==> src/hdl/usfp_pkg.sv <==
`timescale 1ns / 1ps

package usfp_pkg;

    localparam int BYTE_W = 8;
    localparam int IP_W   = 32;
    localparam int PORT_W = 16;
    localparam int KIND_W = 2;
    localparam int POS_W  = 9;
    localparam int CFG_W  = 3;

    typedef logic [BYTE_W-1:0] byte_t;
    typedef logic [IP_W-1:0]   ip_t;
    typedef logic [PORT_W-1:0] port_t;
    typedef logic [KIND_W-1:0] kind_t;
    typedef logic [POS_W-1:0]  pos_t;
    typedef logic [CFG_W-1:0]  cfg_idx_t;

    localparam kind_t KIND_DATA     = 2'd0;
    localparam kind_t KIND_END_OK   = 2'd1;
    localparam kind_t KIND_END_BAD  = 2'd2;

    localparam cfg_idx_t REG_START_MARKER = 3'd0;
    localparam cfg_idx_t REG_RECEIVE_CODE = 3'd1;
    localparam cfg_idx_t REG_SPACE_MARKER = 3'd2;
    localparam cfg_idx_t REG_STOP_MARKER  = 3'd3;
    localparam cfg_idx_t REG_MAX_PAYLOAD  = 3'd4;

    localparam byte_t MAX_PAYLOAD_RESET = 8'hFF;

    localparam pos_t POS_HUNT     = 9'd0;
    localparam pos_t POS_CODE     = 9'd1;
    localparam pos_t POS_SPACE0   = 9'd2;
    localparam pos_t POS_SRC_IP0  = 9'd3;
    localparam pos_t POS_SRC_IP1  = 9'd4;
    localparam pos_t POS_SRC_IP2  = 9'd5;
    localparam pos_t POS_SRC_IP3  = 9'd6;
    localparam pos_t POS_SPACE1   = 9'd7;
    localparam pos_t POS_SRC_PRT0 = 9'd8;
    localparam pos_t POS_SRC_PRT1 = 9'd9;
    localparam pos_t POS_SPACE2   = 9'd12;
    localparam pos_t POS_DST_IP0  = 9'd13;
    localparam pos_t POS_DST_IP1  = 9'd14;
    localparam pos_t POS_DST_IP2  = 9'd15;
    localparam pos_t POS_DST_IP3  = 9'd16;
    localparam pos_t POS_SPACE3   = 9'd17;
    localparam pos_t POS_DST_PRT0 = 9'd18;
    localparam pos_t POS_DST_PRT1 = 9'd19;
    localparam pos_t POS_SPACE4   = 9'd22;
    localparam pos_t POS_LENGTH   = 9'd23;
    localparam pos_t HEADER_BYTES = 9'd25;
    localparam pos_t POS_MAX      = 9'd280;

endpackage

==> src/hdl/usfp_byte_if.sv <==
`timescale 1ns / 1ps

interface usfp_byte_if;

    logic            valid;
    logic            ready;
    usfp_pkg::byte_t rx_byte;

    modport source (output valid, output rx_byte, input ready);
    modport sink   (input valid, input rx_byte, output ready);

endinterface

==> src/hdl/usfp_result_if.sv <==
`timescale 1ns / 1ps

interface usfp_result_if;

    logic            valid;
    logic            ready;
    usfp_pkg::kind_t kind;
    usfp_pkg::byte_t data_byte;
    usfp_pkg::ip_t   src_ip;
    usfp_pkg::port_t src_port;
    usfp_pkg::ip_t   dst_ip;
    usfp_pkg::port_t dst_port;
    usfp_pkg::byte_t payload_len;
    logic            last;

    modport source (
        output valid, output kind, output data_byte, output src_ip, output src_port,
        output dst_ip, output dst_port, output payload_len, output last,
        input ready
    );
    modport sink (
        input valid, input kind, input data_byte, input src_ip, input src_port,
        input dst_ip, input dst_port, input payload_len, input last,
        output ready
    );

endinterface

==> src/hdl/udp_serial_frame_parser.sv <==
`timescale 1ns / 1ps

// Serial UDP receive frame parser. Each received byte is one transaction on rx; the block
// takes one byte per clock and answers with at most one transaction on res: a payload byte
// (kind data) or the frame end (kind end ok or end bad stop, last high). Every result carries
// the captured addresses, ports and the delivered length min(length byte, max_payload).
// A byte passes an input register and one compare/capture step into the result register.
// With res ready one byte per clock passes. While a result waits on res the input register
// can still take one byte if it is empty, then rx stalls until res is taken. Header mismatch
// drops the byte and restarts the hunt.
// Write the configuration registers only while no frame is in progress.

module udp_serial_frame_parser (
    input  logic                     clk,
    input  logic                     rst_n,
    input  logic                     cfg_we,
    input  usfp_pkg::cfg_idx_t       cfg_index,
    input  usfp_pkg::byte_t          cfg_data,
    usfp_byte_if.sink                rx,
    usfp_result_if.source            res
);

    usfp_pkg::byte_t start_marker_reg;
    usfp_pkg::byte_t receive_code_reg;
    usfp_pkg::byte_t space_marker_reg;
    usfp_pkg::byte_t stop_marker_reg;
    usfp_pkg::byte_t max_payload_reg;

    logic            in_valid_reg;
    usfp_pkg::byte_t in_byte_reg;

    usfp_pkg::pos_t  pos_reg,      pos_next;
    usfp_pkg::ip_t   src_ip_reg,   src_ip_next;
    usfp_pkg::port_t src_port_reg, src_port_next;
    usfp_pkg::ip_t   dst_ip_reg,   dst_ip_next;
    usfp_pkg::port_t dst_port_reg, dst_port_next;
    usfp_pkg::byte_t length_reg,   length_next;

    logic            out_valid_reg;
    usfp_pkg::kind_t out_kind_reg,  out_kind_next;
    usfp_pkg::byte_t out_data_reg,  out_data_next;
    usfp_pkg::byte_t out_len_reg;
    logic            out_last_reg,  out_last_next;
    logic            emit;

    logic            advance;
    logic            in_payload;
    logic            more_payload;
    usfp_pkg::pos_t  idx_full;
    usfp_pkg::byte_t idx;
    usfp_pkg::byte_t deliver_len;

    assign advance      = in_valid_reg && (!out_valid_reg || res.ready);
    assign rx.ready     = !in_valid_reg || advance;
    assign in_payload   = pos_reg >= usfp_pkg::HEADER_BYTES;
    assign idx_full     = pos_reg - usfp_pkg::HEADER_BYTES;
    assign idx          = idx_full[usfp_pkg::BYTE_W-1:0];
    assign more_payload = idx < length_reg;
    assign deliver_len  = (length_reg < max_payload_reg) ? length_reg : max_payload_reg;

    always_comb
    begin
        pos_next      = pos_reg;
        src_ip_next   = src_ip_reg;
        src_port_next = src_port_reg;
        dst_ip_next   = dst_ip_reg;
        dst_port_next = dst_port_reg;
        length_next   = length_reg;
        emit          = 1'b0;
        out_kind_next = usfp_pkg::KIND_DATA;
        out_data_next = '0;
        out_last_next = 1'b0;
        if (in_payload)
        begin
            if (more_payload)
            begin
                pos_next      = pos_reg + 9'd1;
                emit          = idx < max_payload_reg;
                out_data_next = in_byte_reg;
            end
            else
            begin
                pos_next      = usfp_pkg::POS_HUNT;
                emit          = 1'b1;
                out_last_next = 1'b1;
                out_kind_next = (in_byte_reg == stop_marker_reg) ? usfp_pkg::KIND_END_OK
                                                                 : usfp_pkg::KIND_END_BAD;
            end
        end
        else
        begin
            pos_next = pos_reg + 9'd1;
            unique case (pos_reg)
                usfp_pkg::POS_HUNT:
                    if (in_byte_reg != start_marker_reg) pos_next = usfp_pkg::POS_HUNT;
                usfp_pkg::POS_CODE:
                    if (in_byte_reg != receive_code_reg) pos_next = usfp_pkg::POS_HUNT;
                usfp_pkg::POS_SPACE0, usfp_pkg::POS_SPACE1, usfp_pkg::POS_SPACE2,
                usfp_pkg::POS_SPACE3, usfp_pkg::POS_SPACE4:
                    if (in_byte_reg != space_marker_reg) pos_next = usfp_pkg::POS_HUNT;
                usfp_pkg::POS_SRC_IP0:  src_ip_next[7:0]    = in_byte_reg;
                usfp_pkg::POS_SRC_IP1:  src_ip_next[15:8]   = in_byte_reg;
                usfp_pkg::POS_SRC_IP2:  src_ip_next[23:16]  = in_byte_reg;
                usfp_pkg::POS_SRC_IP3:  src_ip_next[31:24]  = in_byte_reg;
                usfp_pkg::POS_SRC_PRT0: src_port_next[7:0]  = in_byte_reg;
                usfp_pkg::POS_SRC_PRT1: src_port_next[15:8] = in_byte_reg;
                usfp_pkg::POS_DST_IP0:  dst_ip_next[7:0]    = in_byte_reg;
                usfp_pkg::POS_DST_IP1:  dst_ip_next[15:8]   = in_byte_reg;
                usfp_pkg::POS_DST_IP2:  dst_ip_next[23:16]  = in_byte_reg;
                usfp_pkg::POS_DST_IP3:  dst_ip_next[31:24]  = in_byte_reg;
                usfp_pkg::POS_DST_PRT0: dst_port_next[7:0]  = in_byte_reg;
                usfp_pkg::POS_DST_PRT1: dst_port_next[15:8] = in_byte_reg;
                usfp_pkg::POS_LENGTH:   length_next         = in_byte_reg;
                default: ;
            endcase
        end
    end

    always_ff @(posedge clk or negedge rst_n)
    begin
        if (!rst_n)
        begin
            start_marker_reg <= '0;
            receive_code_reg <= '0;
            space_marker_reg <= '0;
            stop_marker_reg  <= '0;
            max_payload_reg  <= usfp_pkg::MAX_PAYLOAD_RESET;
        end
        else if (cfg_we)
        begin
            unique case (cfg_index)
                usfp_pkg::REG_START_MARKER: start_marker_reg <= cfg_data;
                usfp_pkg::REG_RECEIVE_CODE: receive_code_reg <= cfg_data;
                usfp_pkg::REG_SPACE_MARKER: space_marker_reg <= cfg_data;
                usfp_pkg::REG_STOP_MARKER:  stop_marker_reg  <= cfg_data;
                usfp_pkg::REG_MAX_PAYLOAD:  max_payload_reg  <= cfg_data;
                default: ;
            endcase
        end
    end

    always_ff @(posedge clk or negedge rst_n)
    begin
        if (!rst_n)
        begin
            in_valid_reg  <= 1'b0;
            out_valid_reg <= 1'b0;
            pos_reg       <= usfp_pkg::POS_HUNT;
            src_ip_reg    <= '0;
            src_port_reg  <= '0;
            dst_ip_reg    <= '0;
            dst_port_reg  <= '0;
            length_reg    <= '0;
        end
        else
        begin
            if (rx.ready)
            begin
                in_valid_reg <= rx.valid;
            end
            if (advance)
            begin
                out_valid_reg <= emit;
                pos_reg       <= pos_next;
                src_ip_reg    <= src_ip_next;
                src_port_reg  <= src_port_next;
                dst_ip_reg    <= dst_ip_next;
                dst_port_reg  <= dst_port_next;
                length_reg    <= length_next;
            end
            else if (res.ready)
            begin
                out_valid_reg <= 1'b0;
            end
        end
    end

    always_ff @(posedge clk)
    begin
        if (rx.valid && rx.ready)
        begin
            in_byte_reg <= rx.rx_byte;
        end
        if (advance && emit)
        begin
            out_kind_reg <= out_kind_next;
            out_data_reg <= out_data_next;
            out_last_reg <= out_last_next;
            out_len_reg  <= deliver_len;
        end
    end

    assign res.valid       = out_valid_reg;
    assign res.kind        = out_kind_reg;
    assign res.data_byte   = out_data_reg;
    assign res.src_ip      = src_ip_reg;
    assign res.src_port    = src_port_reg;
    assign res.dst_ip      = dst_ip_reg;
    assign res.dst_port    = dst_port_reg;
    assign res.payload_len = out_len_reg;
    assign res.last        = out_last_reg;

    a_pos_range: assert property (@(posedge clk) disable iff (!rst_n)
        pos_reg <= usfp_pkg::POS_MAX)
        else $error("frame position out of range");

    a_last_kind: assert property (@(posedge clk) disable iff (!rst_n)
        out_valid_reg |-> (out_last_reg == (out_kind_reg != usfp_pkg::KIND_DATA)))
        else $error("last flag disagrees with result kind");

    a_end_data_zero: assert property (@(posedge clk) disable iff (!rst_n)
        (out_valid_reg && out_last_reg) |-> (out_data_reg == '0))
        else $error("frame end carries data");

    a_end_rehunt: assert property (@(posedge clk) disable iff (!rst_n)
        (advance && in_payload && !more_payload)
        |=> (pos_reg == usfp_pkg::POS_HUNT && out_valid_reg))
        else $error("frame end did not restart hunt");

endmodule
==> src/flat_wrapper.sv <==
// flat-port wrapper written by rule: the top's interface ports become plain ports
module udp_serial_frame_parser_flat 
  (clk, rst_n, cfg_we, cfg_index, cfg_data, rx_valid, rx_rx_byte, rx_ready, res_valid, res_kind, res_data_byte, res_src_ip, res_src_port, res_dst_ip, res_dst_port, res_payload_len, res_last, res_ready);
  usfp_byte_if rx_i ();
  usfp_result_if res_i ();
  input  logic clk;
  input  logic rst_n;
  input  logic cfg_we;
  input  usfp_pkg::cfg_idx_t cfg_index;
  input  usfp_pkg::byte_t cfg_data;
  input wire logic [$bits(rx_i.valid)-1:0] rx_valid;
  input wire logic [$bits(rx_i.rx_byte)-1:0] rx_rx_byte;
  output wire logic [$bits(rx_i.ready)-1:0] rx_ready;
  output wire logic [$bits(res_i.valid)-1:0] res_valid;
  output wire logic [$bits(res_i.kind)-1:0] res_kind;
  output wire logic [$bits(res_i.data_byte)-1:0] res_data_byte;
  output wire logic [$bits(res_i.src_ip)-1:0] res_src_ip;
  output wire logic [$bits(res_i.src_port)-1:0] res_src_port;
  output wire logic [$bits(res_i.dst_ip)-1:0] res_dst_ip;
  output wire logic [$bits(res_i.dst_port)-1:0] res_dst_port;
  output wire logic [$bits(res_i.payload_len)-1:0] res_payload_len;
  output wire logic [$bits(res_i.last)-1:0] res_last;
  input wire logic [$bits(res_i.ready)-1:0] res_ready;
  assign rx_i.valid = rx_valid;
  assign rx_i.rx_byte = rx_rx_byte;
  assign rx_ready = rx_i.ready;
  assign res_valid = res_i.valid;
  assign res_kind = res_i.kind;
  assign res_data_byte = res_i.data_byte;
  assign res_src_ip = res_i.src_ip;
  assign res_src_port = res_i.src_port;
  assign res_dst_ip = res_i.dst_ip;
  assign res_dst_port = res_i.dst_port;
  assign res_payload_len = res_i.payload_len;
  assign res_last = res_i.last;
  assign res_i.ready = res_ready;
  udp_serial_frame_parser u_core (.clk(clk), .rst_n(rst_n), .cfg_we(cfg_we), .cfg_index(cfg_index), .cfg_data(cfg_data), .rx(rx_i), .res(res_i));
endmodule
==> config.mk <==
export PLATFORM = sky130hd
export DESIGN_NAME = udp_serial_frame_parser_flat
export DESIGN_NICKNAME = d
export VERILOG_FILES = /design/src/hdl/usfp_pkg.sv /design/src/hdl/usfp_byte_if.sv /design/src/hdl/usfp_result_if.sv /design/src/hdl/udp_serial_frame_parser.sv /design/src/flat_wrapper.sv
export SDC_FILE = /design/constraint.sdc
export NUM_CORES = 1
export LEC_CHECK = 0
export BUFFER_PORTS_ARGS = -buffer_cell sky130_fd_sc_hd__buf_2
export CORE_MARGIN = 2
export CORE_UTILIZATION = 53
export CTS_BUF_LIST = sky130_fd_sc_hd__clkbuf_4
export DETAILED_ROUTE_END_ITERATION = 16
export PLACE_DENSITY = 0.82
export SETUP_SLACK_MARGIN = 0.4
export SLEW_MARGIN = 10
export SYNTH_ARGS = -nofsm -noshare
export SYNTH_HDL_FRONTEND = slang
export SYNTH_SLANG_ARGS = --single-unit
==> constraint.sdc <==
create_clock -name clk -period 3.7 [get_ports clk]
set_input_delay 0.555 -clock clk [delete_from_list [all_inputs] [get_ports clk]]
set_output_delay 0.555 -clock clk [all_outputs]
set_load 0.005 [all_outputs]
### Word level (Yosys, flattened, before mapping)

Cells that the tools add are included.

| cells by class | value |
|---|---|
| add/subtract/negate cells | 2 |
| equal/unequal tests | 27 |
| shift operators | 0 |
| order comparisons | 4 |
| muxes and demuxes | 13 |
| bitwise gates (word level) | 1 |
| reductions and logical operators | 31 |
| multiply operators | 0 |
| divide/modulo/power cells | 0 |

Operator list:

| cell | number |
|---|---|
| equality test 9 x 4 -> 1 bit, second input constant | 6 |
| equality test 9 x 5 -> 1 bit, second input constant | 6 |
| 2-to-1 mux 9 bit | 5 |
| AND reduction 3 bit | 13 |
| equality test 9 x 3 -> 1 bit, second input constant | 4 |
| one-hot mux 9 bit (3 select lines) | 1 |
| < comparator 8 bit | 3 |
| != test 8 bit | 3 |
| equality test 9 x 2 -> 1 bit, second input constant | 2 |
| AND reduction 2 bit | 6 |
| adder 9 x 1 -> 9 bit, second input constant | 1 |
| equality test 9 x 1 -> 1 bit, second input constant | 1 |
| greater-or-equal comparator 9 x 5 -> 1 bit, second input constant | 1 |
| logical NOT 9 bit | 1 |
| equality test 8 bit | 1 |
| 2-to-1 mux 8 bit | 1 |
| subtractor 8 x 5 -> 8 bit, second input constant | 1 |
| equality test 3 x 2 -> 1 bit, second input constant | 2 |
| 2-to-1 mux 1 bit | 5 |
| OR reduction 5 bit | 1 |
| equality test 3 x 1 -> 1 bit, second input constant | 1 |
| equality test 3 bit, second input constant | 1 |
| logical AND 1 bit | 3 |
| logical NOT 3 bit | 1 |
| 6 further kinds | 8 |

| storage, ports and cells | value |
|---|---|
| flip-flop bits (word level) | 182 |
| bits in latches | 0 |
| logic and storage cells | 104 |
| output and inout bits | 117 |
| bits of input ports | 24 |
| ROM bits | 0 |
| RAM bits | 0 |
| memories kept | 0 |

### Logic depth before layout (Yosys ltp)

Gate-level depths: netlist of the first run.

| logic depth | value |
|---|---|
| word-level depth | 5 |
| mapped depth | 13 |
| depth with buffers taken out | 12 |

### Worst setup path after synthesis of the first run

No wires, ideal clock.

| timing | value |
|---|---|
| path type | register to register |
| start | reg u_core.pos_reg[2] |
| end | reg u_core.out_data_reg[0] (netlist: u_core.res.data_byte[0]) (enable) |
| buffers on the path | 2 |
| arrival | 3,561 ps |
| library setup time | 419 ps |
| slack | -280 ps |
| cell stages (with the launch flop) | 13 |
| path through | dfrtp_1 > clkbuf_1 > clkbuf_1 > nor3_1 > nor2_1 > nor3_1 > xor2_1 > ha_1 > o21a_1 > a21oi_1 > o21ai_0 > a211oi_1 > nor3_1 |

| between the ends | value |
|---|---|
| cells in the longest elaborated chain, start to end | 5 |
| elaborated cells on any way between the ends | 7 |
| classes of those cells | 1 x add/sub; 3 x order compare; 2 x mux; 1 x reduce/logical |

Ends and longest elaborated chain:

| what | line | source |
|---|---|---|
| from (decl) | udp_serial_frame_parser.sv:32 | `usfp_pkg::pos_t pos_reg, pos_next;` |
| from (signal assigned) | udp_serial_frame_parser.sv:148 | `pos_reg <= usfp_pkg::POS_HUNT;` |
| from (signal assigned) | udp_serial_frame_parser.sv:164 | `pos_reg <= pos_next;` |
| subtractor 8 x 5 -> 8 bit | udp_serial_frame_parser.sv:56 | `assign idx_full = pos_reg - usfp_pkg::HEADER_BYTES;` |
| < comparator 8 bit (on tied branches) | udp_serial_frame_parser.sv:78, udp_serial_frame_parser.sv:58 |  |
| 2-to-1 mux 1 bit | udp_serial_frame_parser.sv:75 | `if (more_payload)` |
| 2-to-1 mux 1 bit * | udp_serial_frame_parser.sv:73 | `if (in_payload)` |
| logical AND 1 bit * | udp_serial_frame_parser.sv:184 | `if (advance && emit)` |
| to (signal assigned) | udp_serial_frame_parser.sv:187 | `out_data_reg <= out_data_next;` |
| to (decl) | udp_serial_frame_parser.sv:41 | `usfp_pkg::byte_t out_data_reg, out_data_next;` |

Every way passes the cells marked *; elsewhere a longest branch is shown, timed or not.
A chain may end at the register's enable or synchronous reset.

### Worst setup path in the final report of the first run

| timing | value |
|---|---|
| start | reg u_core.pos_reg[0] |
| end | reg u_core.pos_reg[3] |

| between the ends | value |
|---|---|
| cells in the longest elaborated chain, start to end | 4 |
| elaborated cells on any way between the ends | 18 |
| classes of those cells | 2 x add/sub; 2 x order compare; 6 x eq/ne; 6 x mux; 2 x reduce/logical |

Ends and longest elaborated chain:

| what | line | source |
|---|---|---|
| subtractor 8 x 5 -> 8 bit, or another cell as far along | udp_serial_frame_parser.sv:56 |  |
| < comparator 8 bit, or another cell as far along | udp_serial_frame_parser.sv:58 | `assign more_payload = idx < length_reg;` |
| 2-to-1 mux 9 bit / one-hot mux 9 bit (3 select lines) (equally long branches) | udp_serial_frame_parser.sv:75, udp_serial_frame_parser.sv:93 |  |
| 2-to-1 mux 9 bit * | udp_serial_frame_parser.sv:73 |  |

Marked as above.

==> flow_summary.json, run 1 <==
{
  "clock_latency_ps": 580,
  "ctsRootBufferMaster": "clkbuf_4",
  "routed_wl_um": 18800,
  "swShare": 0.3003,
  "slew_violations": 0,
  "hold_ws_ps": 82.65,
  "startpoint_type": "flip-flop",
  "cts_hold_buf": 0,
  "synth_nets": 660,
  "setup_ws_ps": 597.1,
  "critical_path_class": "reg2reg",
  "max_freq_mhz": 322.3,
  "place_ws_ps": 485.5,
  "status": "completed",
  "cp.arrival_ps": 3560,
  "track_usage": 0.2413,
  "clk_path_buf_depth": 2,
  "pwr-share-seq": 0.491,
  "switchingPower_mw": 1.563,
  "clock-sinks": 182,
  "grt_pass1_wl_um": 30220,
  "stdcell_count": 949,
  "setup_viol": 0,
  "die_width_um": 128.0,
  "postSynth.asyncResetShare": 0.8516,
  "finalClockSkew_ps": 23.17,
  "synth_top_area_share": 0.4513,
  "mostFrequentLayoutCell": "dfrtp_1",
  "finalCritPeriodShare": 0.8386,
  "ys_seq_elements": 182,
  "grt_pass1_vias": 5602,
  "cp_slowest_cell": "dfrtp_2",
  "path_clk_slew_ps": 150,
  "top_level_ports": 141,
  "synthFlopType": "dfrtp_1",
  "vias_per_cell": 5.641,
  "wire_per_inst_um": 19.81,
  "cts_tree": "done",
  "drtIter0Drc": 362,
  "layout-drive-gt1-share": 0.4382,
  "leakagePower_nw": 4.797,
  "initial_core_util": 0.5401,
  "nNetsFinal": 797,
  "cp_cell_sequence": "inv_1 -> ha_1 -> nand2b_1 -> a21oi_1 -> xor2_1 -> ha_1 -> o21a_1 -> a21oi_1 -> a211oi_1 -> buf_4 -> nor3_4 -> nor2_1 -> o41ai_1",
  "peakVddDrop_v": 0.0003385,
  "rows": 45,
  "yosysUniqueCellTypes": 53,
  "finalHoldViolCount": 0,
  "slowest_delay_ps": 490,
  "synthTopCellsByArea": "dfrtp_1, mux2_2, edfxtp_1, ha_1, xor2_1",
  "grt_max_degree": 106,
  "crit_buf_inv": 2,
  "ys_seq_area_frac": 0.5766,
  "path_max_fanout": 9,
  "min_path_type": "in2async",
  "worst_slew_pin_slew_ps": 955.9,
  "die_h_um": 128.0,
  "hpwl_um": 13290,
  "antenna_found_initial": 1,
  "critPathCaptureType": "flip-flop",
  "min_period_ps": 3103,
  "cellPowerDensity_nw_per_um2": 549.8,
  "gp_congestion": 0.9350,
  "coreArea_um2": 15090,
  "setup-tns-final_ps": 0,
  "syn_area_um2": 8150,
  "drc_errors": 0,
  "dr_total_vias": 5353,
  "intPower_mw": 3.642,
  "cp.required_ps": 4160,
  "clkPwrFrac": 0.270,
  "final_antenna_net_count": 0,
  "cap_violations": 0,
  "area_growth_pct": 16.18,
  "rsz0062_at_grt": "false",
  "cts_buffers": 17,
  "io_buffers": 140,
  "synthCells": 610,
  "slew_headroom": 0.3628,
  "numPlacedInstances": 914,
  "synth_top_area_cell": "dfrtp_1",
  "synth_edf_count": 27,
  "cpLargestDelayFamily": "compound AO/OA/AOI/OAI gates",
  "combinationalPowerShare": 0.238,
  "die-area_um2": 16390,
  "yosysWarningCount": 0,
  "layout_common_cells": "dfrtp_1, buf_2, mux2_2",
  "synth.avg_cell_area_um2": 13.36,
  "htree_levels": 4,
  "dr.pass1.iters": 4,
  "overflow": 0
}
## final cells by class
type | instances | area (um2)
diodes | 1 | 2.502
clock buffers | 21 | 157.7
clock inverters | 11 | 229.0
fillers | 1144 | 5620
inverters | 19 | 71.32
multi-input cells | 377 | 3266
flip-flops and latches | 182 | 4701
well taps | 188 | 235.2
repair buffers | 150 | 807.0
## through the flow
stage               utilization  cell area, um2  power (mW)
floorplan                     -            8162       3.354
global placement         0.5991            9040       3.694
detailed placement       0.5991            9040       3.780
CTS                      0.6247            9427       5.181
global route             0.6275            9469       5.473
finish                   0.6275            9469       5.206
## worst paths after layout
path                                                     start                               endpoint  slack (ps)  cells after the start
max                              u_core.pos_reg[0]$_DFFE_PN0P_          u_core.pos_reg[3]$_DFFE_PN0P_         600                     13
min                                                      rst_n       u_core.res.dst_ip[4]$_DFFE_PN0P_          80                      1
max reg2reg                      u_core.pos_reg[0]$_DFFE_PN0P_          u_core.pos_reg[3]$_DFFE_PN0P_         600                     13
min reg2reg                u_core.res.src_port[15]$_DFFE_PN0P_    u_core.res.src_port[15]$_DFFE_PN0P_         520                      1
max in group asynchronous                                rst_n  u_core.max_payload_reg[4]$_DFFE_PN1P_        2760                      2
min in group clk                                 rx_rx_byte[1]        u_core.in_byte_reg[1]$_DFFE_PP_         160                      1
## cells in the mapped netlist, types with 4 or more instances
cell type / n
nand2_1: 29
mux2_2: 130
edfxtp_1: 27
nand2b_1: 6
nor3_1: 9
clkbuf_1: 29
nand3_1: 10
mux2i_1: 9
xnor2_1: 14
nor4_1: 5
and2_1: 14
o21a_1: 4
nand4_1: 6
xor2_1: 26
o21ai_0: 22
nor2_1: 11
a211oi_1: 4
dfstp_2: 8
inv_1: 19
dfrtp_1: 147
ha_1: 26
a21oi_1: 8
## metal layers
layer	track usage	up-vias	routed length, um
li1	-	2443	-
met1	0.3141	2702	8046
met2	0.3941	175	9327
met3	0.05968	33	1021
met4	0.09179	0	407
met5	0	-	0
## power by group through the flow
stage | Sequential, mW | Combinational, mW | Clock [mW]
after floorplan | 2.47 | 0.882 | 0
after global routing | 2.59 | 1.37 | 1.51
final | 2.56 | 1.24 | 1.41
after detailed placement | 2.60 | 1.18 | 0
after global placement | 2.58 | 1.11 | 0
after CTS | 2.56 | 1.19 | 1.43
## kinds of logic (layout without fill, tap and decap cells)
| kind of cell | count (synthesis) | count (layout) | synth area share |
|---|---|---|---|
| buffers and inverters | 51 | 201 | 0.02548 |
| flip-flops | 182 | 182 | 0.5766 |
| adder cells (fa/ha/maj) | 26 | 26 | 0.03991 |
| XOR/XNOR | 40 | 40 | 0.04298 |
| multiplexers | 140 | 140 | 0.1920 |
| AO/OA/AOI/OAI | 61 | 61 | 0.04805 |
| other | 0 | 1 | 0 |
| AND/OR/NAND/NOR | 110 | 110 | 0.07491 |
## repair_timing
| action | in CTS | in global routing |
|---|---|---|
| gates resized for setup | 0 | 3 |
| endpoints found under the setup margin | 0 | 24 |
| buffers inserted | 0 | 2 |
(Power assumes the default switching activity.)
==> inputs of run 2 (changes only) <==
CORE_UTILIZATION = 58   (was 53)
PLACE_DENSITY = 0.85   (was 0.82)
clock period = 2.9 ns   (was 3.7 ns; I/O delays follow)
==> run 2 against run 1 <==
Clock skew is 8.6 ps lower. First-iteration DRC count is 3.3% higher. Worst setup slack worse by 580 ps. Worst hold slack worse by 44 ps. Combinational power is 83% higher. Via count is 8.3% higher. Clock power is 3% higher. Sequential share of layout area is 2.5 points lower. Highest routed layer unchanged.
==> flow_summary.json, run 2 (same netlist as run 1, synthesis figures left out) <==
{
  "design_area_um2": 9978,
  "slew_headroom": 0.4752,
  "dr_total_vias": 5799,
  "startpoint": "u_core.pos_reg[0]$_DFFE_PN0P_",
  "min_path_type": "in2reg",
  "gp_congestion": 0.9293,
  "setup_viol": 0,
  "vias_per_cell": 5.869,
  "routed_wl_um": 20420,
  "cp.arrival_ps": 3240,
  "cap_violations": 0,
  "clk_path_buf_depth": 2,
  "max_freq_mhz": 347.0,
  "hold_ws_ps": 38.16,
  "placed_area_um2": 9261,
  "grt_pass1_vias": 5955,
  "cp_slowest_cell": "dfrtp_1",
  "finalClockSkew_ps": 14.53,
  "cellPowerDensity_nw_per_um2": 695.3,
  "wire_per_inst_um": 20.66,
  "clock_latency_ps": 580,
  "path_clk_slew_ps": 140,
  "leakagePower_nw": 5.007,
  "grt_max_degree": 93,
  "cts_tree": "done",
  "crit_path_frequent_cell": "ha_1",
  "peakVddDrop_v": 0.0004697,
  "area_growth_pct": 22.43,
  "slowest_delay_ps": 410,
  "numPlacedInstances": 931,
  "htree_levels": 4,
  "coreArea_um2": 13830,
  "power_mw": 6.938,
  "dr.pass1.iters": 5,
  "critical_path_class": "reg2reg",
  "cp_cell_sequence": "inv_2 -> buf_4 -> ha_1 -> inv_1 -> ha_1 -> a21boi_0 -> o21a_1 -> o21ai_0 -> a21o_1 -> a211oi_2 -> nor3_4 -> clkbuf_16",
  "io_buffers": 140,
  "layout-drive-gt1-share": 0.5019,
  "nNetsFinal": 844,
  "num-fill-cells": 867,
  "critPathCaptureType": "flip-flop",
  "crit_buf_inv": 4,
  "hpwl_um": 14050,
  "drc_errors": 0,
  "rsz0062_at_grt": "true",
  "die-area_um2": 15020,
  "overflow": 0,
  "top_level_ports": 141,
  "die_width_um": 122.5,
  "path_max_fanout": 8,
  "grt_pass1_wl_um": 31020,
  "initial_core_util": 0.5894,
  "final_antenna_net_count": 0,
  "worst_slew_pin_slew_ps": 784.3,
  "antenna_found_initial": 1,
  "cts_buffers": 17,
  "track_usage": 0.2765,
  "status": "completed",
  "mostFrequentLayoutCell": "dfrtp_1",
  "ctsRootBufferMaster": "clkbuf_4",
  "cpLargestDelayFamily": "compound AO/OA/AOI/OAI gates",
  "drtIter0Drc": 374,
  "finalHoldViolCount": 0,
  "worstHoldStart": "rx_rx_byte[3]",
  "rows": 43,
  "min_period_ps": 2882,
  "reg2reg_from": "u_core.pos_reg[0]$_DFFE_PN0P_",
  "stdcell_count": 988,
  "clock-sinks": 182,
  "die_h_um": 122.5,
  "seq_area_um2": 4702,
  "setup-tns-final_ps": 0,
  "slew_violations": 0,
  "layout_common_cells": "dfrtp_1, buf_2, mux2_2",
  "cp.required_ps": 3260,
  "startpoint_type": "flip-flop",
  "multi_input_area_um2": 3471,
  "finalCritPeriodShare": 0.9939
}
run 2: layer usage:
layer / part of all wire / up-vias / wire [um] / global-route usage
met5: 0 / - / 0 / 0
met4: 0.030 / 0 / 621 / 0.1185
met3: 0.069 / 56 / 1415 / 0.06273
met2: 0.50 / 240 / 10230 / 0.4552
met1: 0.40 / 2967 / 8148 / 0.3537
li1: - / 2536 / - / -
run 2: where the power goes:
part	internal [mW]	switching [mW]
logic	1.08	1.18
clock network	0.600	0.851
registers	2.96	0.260
run 2: area by class of cell:
type	count	share of cell area
Clock buffer	18	0.01354
Timing Repair Buffer	197	0.1216
Sequential cell	182	0.4712
Inverter	19	0.007147
Multi-Input combinational cell	377	0.3478
Antenna cell	1	0.0002508
Tap cell	180	0.02257
Clock inverter	14	0.01580
run 2: worst paths after layout:
kind                                                          to  slack, ps  depth (start not counted)
max                        u_core.res.data_byte[3]$_SDFFCE_PN0P_         20                         12
min                              u_core.in_byte_reg[3]$_DFFE_PP_         40                          1
max reg2reg                u_core.res.data_byte[3]$_SDFFCE_PN0P_         20                         12
min reg2reg                    u_core.res.src_ip[26]$_DFFE_PN0P_        510                          1
max in group asynchronous          u_core.pos_reg[7]$_DFFE_PN0P_       1800                          3
min in group asynchronous      u_core.res.dst_ip[22]$_DFFE_PN0P_        230                          2
run 2: worst register-to-register path, stage by stage, from the launching register on:
cell	delay [ps]
dfrtp_1	410
inv_2	50
buf_4	130
ha_1	300
inv_1	70
ha_1	280
a21boi_0	370
o21a_1	170
o21ai_0	90
a21o_1	190
a211oi_2	310
nor3_4	110
clkbuf_16	190
run 2: metrics by stage:
stage	setup WS (ps)	util
after detailed placement	-166.2	0.6698
after global placement	19.40	0.6698
after CTS	179.6	0.7107
final	17.78	0.7217
after global routing	-90.24	0.7217
after floorplan	125.1	-
run 2: what timing repair did:
| item | 4_1_cts | 5_1_grt |
|---|---|---|
| hold buffers | 6 | 1 |
| resized for setup | 25 | 18 |
| gates cloned | 0 | 1 |
| setup endpoints to repair | 104 | 90 |
| pin swaps | 18 | 4 |
| endpoints found under the hold margin | 21 | 1 |
| setup buffers | 12 | 4 |
==> inputs of run 3 (changes only) <==
SETUP_SLACK_MARGIN = 0.15   (was 0.4)
==> run 3 against run 2 <==
The flow now finishes with violations (negative setup slack). Count of clock-buffer cells in the layout grew 1. Power is 0.79% lower. Global-route usage rose by 0.079 points. Die area unchanged.
==> flow_summary.json, run 3 (same netlist as run 1, synthesis figures left out) <==
{
  "overflow": 0,
  "critical_path_class": "reg2reg",
  "cts_tree": "done",
  "min_path_type": "in2reg",
  "wl_met3_um": 1469,
  "pwr-share-seq": 0.467,
  "setup_ws_ps": -78.34,
  "clkPwrFrac": 0.223,
  "crit_buf_inv": 2,
  "dr_total_vias": 5795,
  "placed_area_um2": 9261,
  "final_antenna_net_count": 0,
  "routed_wl_um": 20550,
  "startpoint_type": "flip-flop",
  "cp_slowest_cell": "dfrtp_1",
  "ctsRootBufferMaster": "clkbuf_4",
  "grt_pass1_vias": 5836,
  "clock-sinks": 182,
  "cellPowerDensity_nw_per_um2": 694.1,
  "dr.pass1.iters": 6,
  "switchingPower_mw": 2.236,
  "top_level_ports": 141,
  "gp_congestion": 0.9236,
  "finalClockSkew_ps": 18.41,
  "grt_max_degree": 77,
  "rows": 43,
  "htree_levels": 4,
  "wl_met2_um": 10400,
  "min_period_ps": 2978,
  "path_clk_slew_ps": 130,
  "die_h_um": 122.5,
  "area_growth_pct": 21.66,
  "slew_headroom": 0.5197,
  "grt_pass1_wl_um": 31060,
  "antenna_found_initial": 0,
  "vias_per_cell": 5.889,
  "design_area_um2": 9916,
  "wire_per_inst_um": 20.88,
  "die_width_um": 122.5,
  "worst_slew_pin_slew_ps": 720.5,
  "die-area_um2": 15020,
  "peakVddDrop_v": 0.0003566,
  "cp_cell_sequence": "buf_6 -> nor3_4 -> nor2_4 -> nor3_2 -> xor2_1 -> ha_1 -> buf_6 -> a41o_1 -> a21oi_2 -> a211oi_4 -> nor3_4 -> o21ai_2 -> o41ai_2",
  "cp.arrival_ps": 3450,
  "setup_viol": 29,
  "finalCritPeriodShare": 1.027,
  "clock_latency_ps": 580,
  "path_max_fanout": 4,
  "hold_ws_ps": 62.84,
  "n_antenna_cell": 0,
  "layout_common_cells": "dfrtp_1, buf_2, mux2_2",
  "intPower_mw": 4.647,
  "slew_violations": 0,
  "status": "finished with violations",
  "coreArea_um2": 13830,
  "violations": "negative setup slack",
  "critPathCaptureType": "flip-flop",
  "initial_core_util": 0.5894,
  "clk_path_buf_depth": 2,
  "cpLargestDelayFamily": "compound AO/OA/AOI/OAI gates",
  "leakagePower_nw": 4.984,
  "rsz0062_at_grt": "true",
  "nNetsFinal": 841,
  "cts_buffers": 17,
  "cap_violations": 0,
  "mostFrequentLayoutCell": "dfrtp_1",
  "drc_errors": 0,
  "m1WireLength_um": 8002,
  "max_freq_mhz": 335.8,
  "finalHoldViolCount": 0,
  "top_layer": "met4",
  "cp.required_ps": 3370,
  "swShare": 0.3248,
  "combinationalPowerShare": 0.309,
  "drtIter0Drc": 522,
  "hpwl_um": 14200,
  "io_buffers": 140,
  "slowest_delay_ps": 440,
  "track_usage": 0.2773,
  "layout-drive-gt1-share": 0.4913
}
[run 3: cell types whose count changed in the layout (fill, tap and decap cells not counted), moves of 2 or more]
cell / delta
xor2_1: +2
nor2_4: -2
xor2_2: -2
buf_4: -6
dlygate4sd3_1: +2
o21ai_2: +2
clkinvlp_4: +2
clkinv_2: -2
buf_6: +2
[run 3: timing repair]
action,in CTS,in global routing
endpoints found under the hold margin,75,7
hold buffers,2,7
endpoints found under the setup margin,39,64
gates resized for setup,17,17
setup buffers,9,3
pin swaps,11,12
[run 3: metrics by stage]
| stage | total power, mW | instances | TNS, ps | setup slack [ps] | utilization |
|---|---|---|---|---|---|
| after floorplan | 4.344 | 610 | 0 | 125.1 | - |
| after global placement | 4.867 | 931 | -89.87 | -5.310 | 0.6698 |
| after detailed placement | 5.021 | 931 | -3456 | -178.7 | 0.6698 |
| after CTS | 6.729 | 974 | 0 | 61.38 | 0.7060 |
| after global routing | 7.189 | 984 | -3652 | -155.0 | 0.7171 |
| final | 6.883 | 984 | -1549 | -78.34 | 0.7171 |
[run 3: layer usage]
| layer | vias up | global-route usage |
|---|---|---|
| met5 | - | 0 |
| met4 | 0 | 0.1178 |
| met3 | 59 | 0.06645 |
| met2 | 269 | 0.4528 |
| met1 | 2939 | 0.3562 |
| li1 | 2528 | - |
[run 3: cell type report]
class,count,area [um2]
inverter,19,71.32
clock buffer,19,142.6
multi-input combinational,377,3410
fill,884,3911
clock inverter,13,180.2
tap,180,225.2
sequential,182,4701
timing repair buffer,194,1186
[run 3: path summary, 6_finish.rpt]
check	from	slack (ps)	to	cells past startpoint
max in group asynchronous	rst_n	1670	u_core.max_payload_reg[7]$_DFFE_PN1P_	3
max	u_core.pos_reg[0]$_DFFE_PN0P_	-80	u_core.pos_reg[5]$_DFFE_PN0P_	13
min in group asynchronous	rst_n	440	u_core.res.dst_ip[19]$_DFFE_PN0P_	2
max reg2reg	u_core.pos_reg[0]$_DFFE_PN0P_	-80	u_core.pos_reg[5]$_DFFE_PN0P_	13
min reg2reg	u_core.res.src_ip[10]$_DFFE_PN0P_	510	u_core.res.src_ip[10]$_DFFE_PN0P_	1
min	rx_valid	60	u_core.in_valid_reg$_DFFE_PN0N_	2
[run 3: power groups by stage]
stage | Combinational [mW] | Clock, mW | Sequential [mW]
floorplan | 1.18 | 0 | 3.16
global placement | 1.63 | 0 | 3.23
detailed placement | 1.77 | 0 | 3.25
CTS | 1.98 | 1.55 | 3.20
global route | 2.30 | 1.65 | 3.24
finish | 2.13 | 1.54 | 3.22
